`config.mk`:
```
export PLATFORM = sky130hd
export DESIGN_NAME = triangle_trapezoid_split_flat
export DESIGN_NICKNAME = d
export VERILOG_FILES = /design/src/rtl/core/tts_pkg.sv /design/src/rtl/core/tts_vtx_if.sv /design/src/rtl/core/tts_trap_if.sv /design/src/rtl/core/triangle_trapezoid_split.sv /design/src/flat_wrapper.sv
export SDC_FILE = /design/constraint.sdc
export NUM_CORES = 2
export LEC_CHECK = 0
export ABC_AREA = 1
export BUFFER_PORTS_ARGS = -buffer_cell sky130_fd_sc_hd__buf_2
export CAP_MARGIN = 30
export CELL_PAD_IN_SITES_DETAIL_PLACEMENT = 0
export CELL_PAD_IN_SITES_GLOBAL_PLACEMENT = 1
export CORE_UTILIZATION = 54
export CTS_CLUSTER_DIAMETER = 150
export CTS_CLUSTER_SIZE = 20
export DETAILED_ROUTE_END_ITERATION = 16
export GPL_TIMING_DRIVEN = 0
export HOLD_SLACK_MARGIN = 0.06
export PLACE_DENSITY = 0.86
export SYNTH_ARGS = -nofsm -noshare
export SYNTH_HDL_FRONTEND = slang
export SYNTH_SLANG_ARGS = --single-unit
```
`constraint.sdc`:
```
create_clock -name clk_i -period 10 [get_ports clk_i]
set_input_delay 2 -clock clk_i [delete_from_list [all_inputs] [get_ports clk_i]]
set_output_delay 2 -clock clk_i [all_outputs]
set_load 0.005 [all_outputs]
```
`src/rtl/core/tts_pkg.sv`:
```
`timescale 1ns / 1ps

package tts_pkg;

  typedef logic [1:0] vidx_t;

  localparam vidx_t IDX_A = 2'd0;
  localparam vidx_t IDX_B = 2'd1;
  localparam vidx_t IDX_C = 2'd2;

  typedef logic [1:0] tcnt_t;

  localparam tcnt_t CNT_NONE = 2'd0;
  localparam tcnt_t CNT_ONE  = 2'd1;
  localparam tcnt_t CNT_TWO  = 2'd2;

  typedef logic signed [15:0] coord_t;
  typedef logic signed [16:0] diff_t;
  typedef logic signed [33:0] prod_t;

  typedef struct packed {
    coord_t a_x;
    coord_t a_y;
    coord_t b_x;
    coord_t b_y;
    coord_t c_x;
    coord_t c_y;
  } vtx_req_t;

  typedef struct packed {
    tcnt_t  trap_count;
    coord_t top_y;
    coord_t bottom_y;
    vidx_t  left_from;
    vidx_t  left_to;
    vidx_t  right_from;
    vidx_t  right_to;
    logic   last;
  } trap_t;

  typedef struct packed {
    coord_t x;
    coord_t y;
    vidx_t  idx;
  } vert_t;

  typedef struct packed {
    logic rej;
    logic flat_top;
    logic flat_bot;
    logic swap_top;
    logic swap_bot;
  } cls_t;

  typedef struct packed {
    coord_t y1;
    coord_t y2;
    coord_t y3;
    vidx_t  p1;
    vidx_t  p2;
    vidx_t  p3;
    cls_t   cls;
  } tail_t;

endpackage

```
`src/rtl/core/tts_vtx_if.sv`:
```
`timescale 1ns / 1ps

interface tts_vtx_if;
  logic               valid;
  logic               ready;
  tts_pkg::vtx_req_t  data;

  modport source (output valid, output data, input ready);
  modport sink   (input valid, input data, output ready);
endinterface

```
`src/rtl/core/tts_trap_if.sv`:
```
`timescale 1ns / 1ps

interface tts_trap_if;
  logic            valid;
  logic            ready;
  tts_pkg::trap_t  data;

  modport source (output valid, output data, input ready);
  modport sink   (input valid, input data, output ready);
endinterface

```
`src/rtl/core/triangle_trapezoid_split.sv`:
```
`timescale 1ns / 1ps

// Channel   Dir  Request                       Per triangle
// vtx_i     in   a_x a_y b_x b_y c_x c_y       one
// trap_o    out  trapezoid bounds and edges    one or two, last on the final
//
// Four register stages: sort by y, differences and classification, the two
// cross products, then result build into the output register.
// A triangle enters every cycle unless the output stalls or a general triangle
// holds the output register until both of its results are taken. A request
// passes the sort, difference and product registers before the output register.
// Reset clears the stage valid bits and the result phase only.
// Each stage moves on when the next is empty or moving, so a stall on the
// output backs up stage by stage without losing or repeating a request.

module triangle_trapezoid_split (
  input  logic        clk_i,
  input  logic        rst_ni,
  tts_vtx_if.sink     vtx_i,
  tts_trap_if.source  trap_o
);
  import tts_pkg::*;

  // Stage 1: sorted vertices
  logic  s1_valid_q;
  vert_t s1_v_q [3];
  // Stage 2: differences and classification
  logic  s2_valid_q;
  diff_t s2_dx21_q, s2_dy31_q, s2_dx31_q, s2_dy21_q;
  tail_t s2_tail_q;
  // Stage 3: cross products
  logic  s3_valid_q;
  prod_t s3_lhs_q, s3_rhs_q;
  tail_t s3_tail_q;
  // Stage 4: output register
  logic  e_valid_q;
  logic  e_phase_q;
  trap_t e_r0_q, e_r1_q;

  logic  s1_rdy, s2_rdy, s3_rdy, e_rdy;
  logic  e_last;
  vert_t v0, v1, v2, t0;
  tail_t tail_d;
  trap_t r0_d, r1_d;
  logic  left_mid;

  assign e_last = e_phase_q || e_r0_q.last;
  assign e_rdy  = !e_valid_q || (trap_o.ready && e_last);
  assign s3_rdy = !s3_valid_q || e_rdy;
  assign s2_rdy = !s2_valid_q || s3_rdy;
  assign s1_rdy = !s1_valid_q || s2_rdy;
  assign vtx_i.ready = s1_rdy;

  // Three strict compare-and-swap steps sort by y; equal y is not always kept in input order.
  always_comb begin
    v0 = '{x: vtx_i.data.a_x, y: vtx_i.data.a_y, idx: IDX_A};
    v1 = '{x: vtx_i.data.b_x, y: vtx_i.data.b_y, idx: IDX_B};
    v2 = '{x: vtx_i.data.c_x, y: vtx_i.data.c_y, idx: IDX_C};
    if (v0.y > v1.y) begin
      t0 = v0; v0 = v1; v1 = t0;
    end
    if (v0.y > v2.y) begin
      t0 = v0; v0 = v2; v2 = t0;
    end
    if (v1.y > v2.y) begin
      t0 = v1; v1 = v2; v2 = t0;
    end else begin
      t0 = v1;
    end
  end

  always_comb begin
    tail_d.y1 = s1_v_q[0].y;
    tail_d.y2 = s1_v_q[1].y;
    tail_d.y3 = s1_v_q[2].y;
    tail_d.p1 = s1_v_q[0].idx;
    tail_d.p2 = s1_v_q[1].idx;
    tail_d.p3 = s1_v_q[2].idx;
    tail_d.cls.rej = (s1_v_q[0].y == s1_v_q[1].y && s1_v_q[0].y == s1_v_q[2].y) ||
                     (s1_v_q[0].x == s1_v_q[1].x && s1_v_q[0].x == s1_v_q[2].x);
    tail_d.cls.flat_top = (s1_v_q[0].y == s1_v_q[1].y);
    tail_d.cls.flat_bot = (s1_v_q[1].y == s1_v_q[2].y);
    tail_d.cls.swap_top = (s1_v_q[0].x > s1_v_q[1].x);
    tail_d.cls.swap_bot = (s1_v_q[1].x > s1_v_q[2].x);
  end

  // Result build. The middle vertex sits on the left when lhs <= rhs.
  always_comb begin
    left_mid = (s3_lhs_q <= s3_rhs_q);
    r0_d = '0;
    r1_d = '0;
    r0_d.last = 1'b1;
    r1_d.last = 1'b1;
    if (s3_tail_q.cls.rej) begin
      r0_d.trap_count = CNT_NONE;
    end else if (s3_tail_q.cls.flat_top) begin
      r0_d.trap_count = CNT_ONE;
      r0_d.top_y      = s3_tail_q.y1;
      r0_d.bottom_y   = s3_tail_q.y3;
      r0_d.left_from  = s3_tail_q.cls.swap_top ? s3_tail_q.p2 : s3_tail_q.p1;
      r0_d.right_from = s3_tail_q.cls.swap_top ? s3_tail_q.p1 : s3_tail_q.p2;
      r0_d.left_to    = s3_tail_q.p3;
      r0_d.right_to   = s3_tail_q.p3;
    end else if (s3_tail_q.cls.flat_bot) begin
      r0_d.trap_count = CNT_ONE;
      r0_d.top_y      = s3_tail_q.y1;
      r0_d.bottom_y   = s3_tail_q.y3;
      r0_d.left_from  = s3_tail_q.p1;
      r0_d.right_from = s3_tail_q.p1;
      r0_d.left_to    = s3_tail_q.cls.swap_bot ? s3_tail_q.p3 : s3_tail_q.p2;
      r0_d.right_to   = s3_tail_q.cls.swap_bot ? s3_tail_q.p2 : s3_tail_q.p3;
    end else begin
      r0_d.trap_count = CNT_TWO;
      r0_d.top_y      = s3_tail_q.y1;
      r0_d.bottom_y   = s3_tail_q.y2;
      r0_d.left_from  = s3_tail_q.p1;
      r0_d.right_from = s3_tail_q.p1;
      r0_d.left_to    = left_mid ? s3_tail_q.p2 : s3_tail_q.p3;
      r0_d.right_to   = left_mid ? s3_tail_q.p3 : s3_tail_q.p2;
      r0_d.last       = 1'b0;
      r1_d.trap_count = CNT_TWO;
      r1_d.top_y      = s3_tail_q.y2;
      r1_d.bottom_y   = s3_tail_q.y3;
      r1_d.left_from  = left_mid ? s3_tail_q.p2 : s3_tail_q.p1;
      r1_d.right_from = left_mid ? s3_tail_q.p1 : s3_tail_q.p2;
      r1_d.left_to    = s3_tail_q.p3;
      r1_d.right_to   = s3_tail_q.p3;
    end
  end

  always_ff @(posedge clk_i or negedge rst_ni) begin
    if (!rst_ni) begin
      s1_valid_q <= 1'b0;
      s2_valid_q <= 1'b0;
      s3_valid_q <= 1'b0;
      e_valid_q  <= 1'b0;
      e_phase_q  <= 1'b0;
    end else begin
      if (s1_rdy) s1_valid_q <= vtx_i.valid;
      if (s2_rdy) s2_valid_q <= s1_valid_q;
      if (s3_rdy) s3_valid_q <= s2_valid_q;
      if (e_rdy) begin
        e_valid_q <= s3_valid_q;
        e_phase_q <= 1'b0;
      end else if (trap_o.ready) begin
        e_phase_q <= 1'b1;
      end
    end
  end

  always_ff @(posedge clk_i) begin
    if (s1_rdy && vtx_i.valid) begin
      s1_v_q[0] <= v0;
      s1_v_q[1] <= v1;
      s1_v_q[2] <= v2;
    end
    if (s2_rdy && s1_valid_q) begin
      s2_dx21_q <= diff_t'(s1_v_q[1].x) - diff_t'(s1_v_q[0].x);
      s2_dy31_q <= diff_t'(s1_v_q[2].y) - diff_t'(s1_v_q[0].y);
      s2_dx31_q <= diff_t'(s1_v_q[2].x) - diff_t'(s1_v_q[0].x);
      s2_dy21_q <= diff_t'(s1_v_q[1].y) - diff_t'(s1_v_q[0].y);
      s2_tail_q <= tail_d;
    end
    if (s3_rdy && s2_valid_q) begin
      s3_lhs_q  <= s2_dx21_q * s2_dy31_q;
      s3_rhs_q  <= s2_dx31_q * s2_dy21_q;
      s3_tail_q <= s2_tail_q;
    end
    if (e_rdy && s3_valid_q) begin
      e_r0_q <= r0_d;
      e_r1_q <= r1_d;
    end
  end

  assign trap_o.valid = e_valid_q;
  assign trap_o.data  = e_phase_q ? e_r1_q : e_r0_q;

  // The second result is only ever shown for a two-trapezoid triangle.
  assert property (@(posedge clk_i) disable iff (!rst_ni)
    e_phase_q |-> (e_valid_q && e_r0_q.trap_count == CNT_TWO))
    else $error("second result shown for a single-result triangle");

  // A taken first result is followed directly by its final result.
  assert property (@(posedge clk_i) disable iff (!rst_ni)
    (trap_o.valid && trap_o.ready && !trap_o.data.last) |=>
      (trap_o.valid && trap_o.data.last && trap_o.data.trap_count == CNT_TWO))
    else $error("final result missing after first of two");

  // Only a general triangle leaves a result that is not the last.
  assert property (@(posedge clk_i) disable iff (!rst_ni)
    (trap_o.valid && !trap_o.data.last) |-> (trap_o.data.trap_count == CNT_TWO))
    else $error("non-final result with count other than two");

  // A rejected triangle reports all-zero bounds and edges.
  assert property (@(posedge clk_i) disable iff (!rst_ni)
    (trap_o.valid && trap_o.data.trap_count == CNT_NONE) |->
      (trap_o.data.last && trap_o.data.top_y == '0 && trap_o.data.bottom_y == '0 &&
       trap_o.data.left_from == IDX_A && trap_o.data.right_to == IDX_A))
    else $error("rejected triangle result not cleared");

endmodule
```
`src/flat_wrapper.sv`:
```
// flat-port wrapper written by rule: the top's interface ports become plain ports
module triangle_trapezoid_split_flat import tts_pkg::*;
  (clk_i, rst_ni, vtx_i_valid, vtx_i_data, vtx_i_ready, trap_o_valid, trap_o_data, trap_o_ready);
  tts_vtx_if vtx_i_i ();
  tts_trap_if trap_o_i ();
  input  logic clk_i;
  input  logic rst_ni;
  input wire logic [$bits(vtx_i_i.valid)-1:0] vtx_i_valid;
  input wire logic [$bits(vtx_i_i.data)-1:0] vtx_i_data;
  output wire logic [$bits(vtx_i_i.ready)-1:0] vtx_i_ready;
  output wire logic [$bits(trap_o_i.valid)-1:0] trap_o_valid;
  output wire logic [$bits(trap_o_i.data)-1:0] trap_o_data;
  input wire logic [$bits(trap_o_i.ready)-1:0] trap_o_ready;
  assign vtx_i_i.valid = vtx_i_valid;
  assign vtx_i_i.data = vtx_i_data;
  assign vtx_i_ready = vtx_i_i.ready;
  assign trap_o_valid = trap_o_i.valid;
  assign trap_o_data = trap_o_i.data;
  assign trap_o_i.ready = trap_o_ready;
  triangle_trapezoid_split u_core (.clk_i(clk_i), .rst_ni(rst_ni), .vtx_i(vtx_i_i), .trap_o(trap_o_i));
endmodule
```
# [After elaboration in Yosys (flattened, before gate mapping)]
# Memory sizes are Yosys's and may differ from the RTL's.
# Cells that the tools add are included.
[totals] ff_bits=342 ram_bits=102 memories=1
[mem_list] memory="u_core.s1_v_q" words=3 width=34 rd=3 rd_ports_with_merged_regs=0 wr=3 line_no="triangle_trapezoid_split.sv:26" rtl="vert_t s1_v_q [3];"
[classes] add_sub_neg=4 n_mul=2 order_cmp=6 n_eq_ne=5 muxes=23 n_reduce_logical=20
[ops] op="34-bit 2-to-1 mux" n=6
[ops] op="42-bit 2-to-1 mux" n=2
[ops] op="16-bit == test" n=5
[ops] op="16-bit greater-than comparator" n=5
[ops] op="17-bit by 17-bit multiplier with 34-bit output" n=2
[ops] op="16-bit by 16-bit subtractor with 17-bit output" n=4
[ops] op="43-bit 2-to-1 mux" n=1
[ops] op="41-bit 2-to-1 mux" n=1
[ops] op="34-bit <= comparator" n=1
[ops] op="2-bit 2-to-1 mux" n=8
[ops] op="1-bit logical AND" n=7
[ops] op="1-bit logical OR" n=6
[ops] op="1-bit 2-to-1 mux" n=5
[ops] op="1-bit zero test" n=4
[ops] op="3-bit OR reduction" n=1
[ops] op="2-bit nonzero test" n=1
[ops] op="2-bit OR reduction" n=1

# [Longest topological paths before layout]
[depth] ltp_word=9 depth_mapped=47 mapped_depth_nobuf=43

# [Worst setup path after synthesis]
# No wires, ideal clock.
[synth_timing] path_type="in2reg" start="in trap_o_ready" end="mem u_core.s1_v_q[0][0] (netlist name), enable pin" arrival_time_ps=6687 slack_ps=2747 stages=8 n_path_buf=0 path_cell_list="nand2_1 nand2_1 nor2_1 inv_1 nor2_1 inv_1 nor2_1 nor2_1"
[synth_lines] item="start, declared" line_no="flat_wrapper.sv:13" rtl="input wire logic [$bits(trap_o_i.ready)-1:0] trap_o_ready;"
[synth_lines] item="end, declared" line_no="triangle_trapezoid_split.sv:26"

==> summary.md <==
| Metric | Value |
|---|---|
| WL final | 117 mm |
| Average size of a mapped cell | 9.09 sq um |
| Crit path time final | 7920 ps |
| CP Capture Point | u_core.s1_v_q[0][36]$_DFFE_PP_ |
| DR pass1 iterations | 6 |
| Final net count | 6153 |
| Area growth syn-to-layout | 6.75% |
| Flop and latch count out of synthesis | 442 |
| Crit-path slowest cell | nor4_1 |
| Register-to-Register Path Depth | 26 |
| Avg WL per Cell | 18.9 um |
| EDFF count, synth | 437 |
| Sink Count | 442 |
| DRC viols | 0 |
| Clock skew | 32.0 ps |
| Reg2reg setup slack | 2430 ps |
| CTS buffer count | 26 |
| Site row count | 105 |
| Via count of the first global-routing pass | 33300 |
| Initial core utilization | 54.6% |
| DP HPWL | 98.9 mm |
| Largest net degree at the start of global routing | 102 |
| Post-CTS sizing | 0 |
| Worst setup EP type | flop |
| Post-CTS Setup Inserts | 0 |
| Root Driver | clkbuf_16 |
| Setup TNS | 0 ps |
| Sequential cell area fraction in the yosys report | 29.5% |
| Share of cells above drive strength 1 | 5.26% |
| Tcrit/Tclk final | 79.2% |
| Status | completed |
| Max-cap viol count | 0 |
| Worst path depth | 39 |
| Slew Limit Headroom | 39.4% |
| Hold Path Class | reg -> reg |
| CP max stage delay | 420 ps |
| First-pass GRT wire length | 185 mm |
| Largest fanout on the critical path | 10 |
| FF-to-FF Start | u_core.s2_dx31_q[10]$_DFFE_PP_ |
| Most frequent cells in the layout | nand2_1, inv_1, fa_1, edfxtp_1, ha_1 |
| Hold buffers post-CTS | 0 |
| Post-synthesis mux area share | 0% |
| Critical path type | in -> reg |
| # diodes | 0 |
| Die area | 84400 sq um |
| Synthesized area | 44900 sq um |
| Syn Nets | 5972 |
| Synth warnings | 0 |
| Final hold violations | 0 |
| Crit path buf inv count | 10 |
| GPL Wtd Cong | 0.974 |
| Most common cell after layout, fill and taps aside | nand2_1 |
| Yosys cell types | 48 |
| RSZ-0062 raised after global routing | false |
| Grt ovf | 0 |
| Die Wd | 290 um |
| CP most frequent cell | nand2_1 |
| CTS tree | done |
| Largest family of logic cells by synthesized area | adder cells |
| Setup crit start kind | input pin |
| Setup crit start | vtx_i_data[35] |
| Clock buffer depth | 3 |
| Slew Limit Fails | 0 |
| Die height | 290 um |
| Antenna violations before repair | 3 |
| Post-Synth XOR/XNOR Area | 2.94% |
| Num ports | 145 |
| Compound-Gate Fraction of Synth Area | 5.37% |
| Port Buffers | 144 |
| Vias per cell | 5.28 |
| Delay-heaviest family, CP | simple AND/OR/NAND/NOR gates |
| Peak Freq | 0.126 GHz |
| Most used DFF post-synth | edfxtp_1 |
| GRT Total Usage | 28.2% |
| Post-Synth Simple-Gate Area | 14.9% |
| Clock Pin Slew Worst Setup and Hold Paths | 90 ps |
| Clock latency on the worst-skew pair | 610 ps |
| Setup violators final | 0 |
| FF-to-FF End | u_core.s3_rhs_q[30]$_DFFE_PP_ |
| CP Data Arrival Time | 8370 ps |
| Worst EP required | 10450 ps |
| Vias | 32800 |
| Final ANT Viol Nets | 0 |
| Synth Instances | 4943 |
| Initial drt markers | 2393 |
| CTS H-Tree Depth | 1 |
| Worst slew pin tran | 909 ps |
| Ys async rst share | 1.13% |
| CORE AREA | 82200 sq um |
| Post-Synth Adder-Cell Area | 35.8% |
==> state kept, by name, summed over array words and instances (netlist names), 34 cells and up <==
register,cells
u_core.s2_tail_q,59
u_core.s1_v_q,102
u_core.s3_rhs_q,34
u_core.e_r1_q,39
u_core.e_r0_q,42
u_core.s3_tail_q,59
u_core.s3_lhs_q,34
==> Yosys cell counts (23+ instances only) <==
| cell | number | area, sq um |
|---|---|---|
| nand2_1 | 1195 | 4490 |
| inv_1 | 1152 | 4320 |
| fa_1 | 596 | 11900 |
| edfxtp_1 | 437 | 13100 |
| ha_1 | 333 | 4170 |
| nand3_1 | 185 | 926 |
| clkbuf_1 | 171 | 642 |
| a21oi_1 | 168 | 841 |
| nor2_1 | 162 | 608 |
| o21ai_0 | 105 | 526 |
| xor2_1 | 87 | 762 |
| xnor2_1 | 64 | 561 |
| o211ai_1 | 35 | 263 |
| nand4_1 | 33 | 206 |
| or2_2 | 33 | 206 |
| nor3_1 | 23 | 115 |
==> how the worst min path moves through the flow <==
stage                                   startpoint                             end  slack [ps]  cells after the start
CTS                 u_core.s2_tail_q[18]$_DFFE_PP_  u_core.s3_tail_q[18]$_DFFE_PP_         420                      0
floorplan            u_core.s1_v_q[0][1]$_DFFE_PP_  u_core.s2_tail_q[10]$_DFFE_PP_         400                      0
detailed placement  u_core.s2_tail_q[12]$_DFFE_PP_  u_core.s3_tail_q[12]$_DFFE_PP_         400                      0
finish              u_core.s2_tail_q[18]$_DFFE_PP_  u_core.s3_tail_q[18]$_DFFE_PP_         420                      0
global placement    u_core.s2_tail_q[36]$_DFFE_PP_  u_core.s3_tail_q[36]$_DFFE_PP_         400                      0
global route        u_core.s2_tail_q[18]$_DFFE_PP_  u_core.s3_tail_q[18]$_DFFE_PP_         430                      0
==> through the flow <==
step           instances  hold WS, ps  setup WS [ps]  area [sq um]  utilization, %
3_3_place_gp        6157          402            756         47000            57.1
3_5_place_dp        6166          405           1510         47200            57.4
4_1_cts             6207          420           2130         48000            58.3
5_1_grt             6207          428           1580         48000            58.3
2_1_floorplan       4943          400           2750         44900               -
6_report            6207          417           2080         48000            58.3
==> cell families (layout without fill, tap and decap cells) <==
family | after synthesis | in the layout
AOI/OAI and AO/OA | 412 | 412
adders and majority gates | 929 | 929
buffers and inverters | 1357 | 1551
DFF | 442 | 442
and+or+nand+nor | 1652 | 1652
xor gates and xnor gates | 151 | 151
==> cell type report <==
type | count | area [sq um]
clock buffers | 39 | 699
repair buffers | 153 | 916
well taps | 1070 | 1340
plain buffers | 202 | 823
inverters | 1155 | 4350
clock inverters | 2 | 50.0
fillers | 7323 | 34300
multi-input cells | 3144 | 26500
flip-flops and latches | 442 | 13200
==> layer usage <==
metal	global-route usage, %	up-vias	routed length (um)
met3	3.06	167	6680
met1	37.6	16100	49000
li1	-	15500	-
met2	49.3	1007	58100
met4	7.51	0	3270
met5	0	-	0
Power is not shown: default switching activity piles up to over one toggle a cycle in this logic, so the estimate is an artifact.
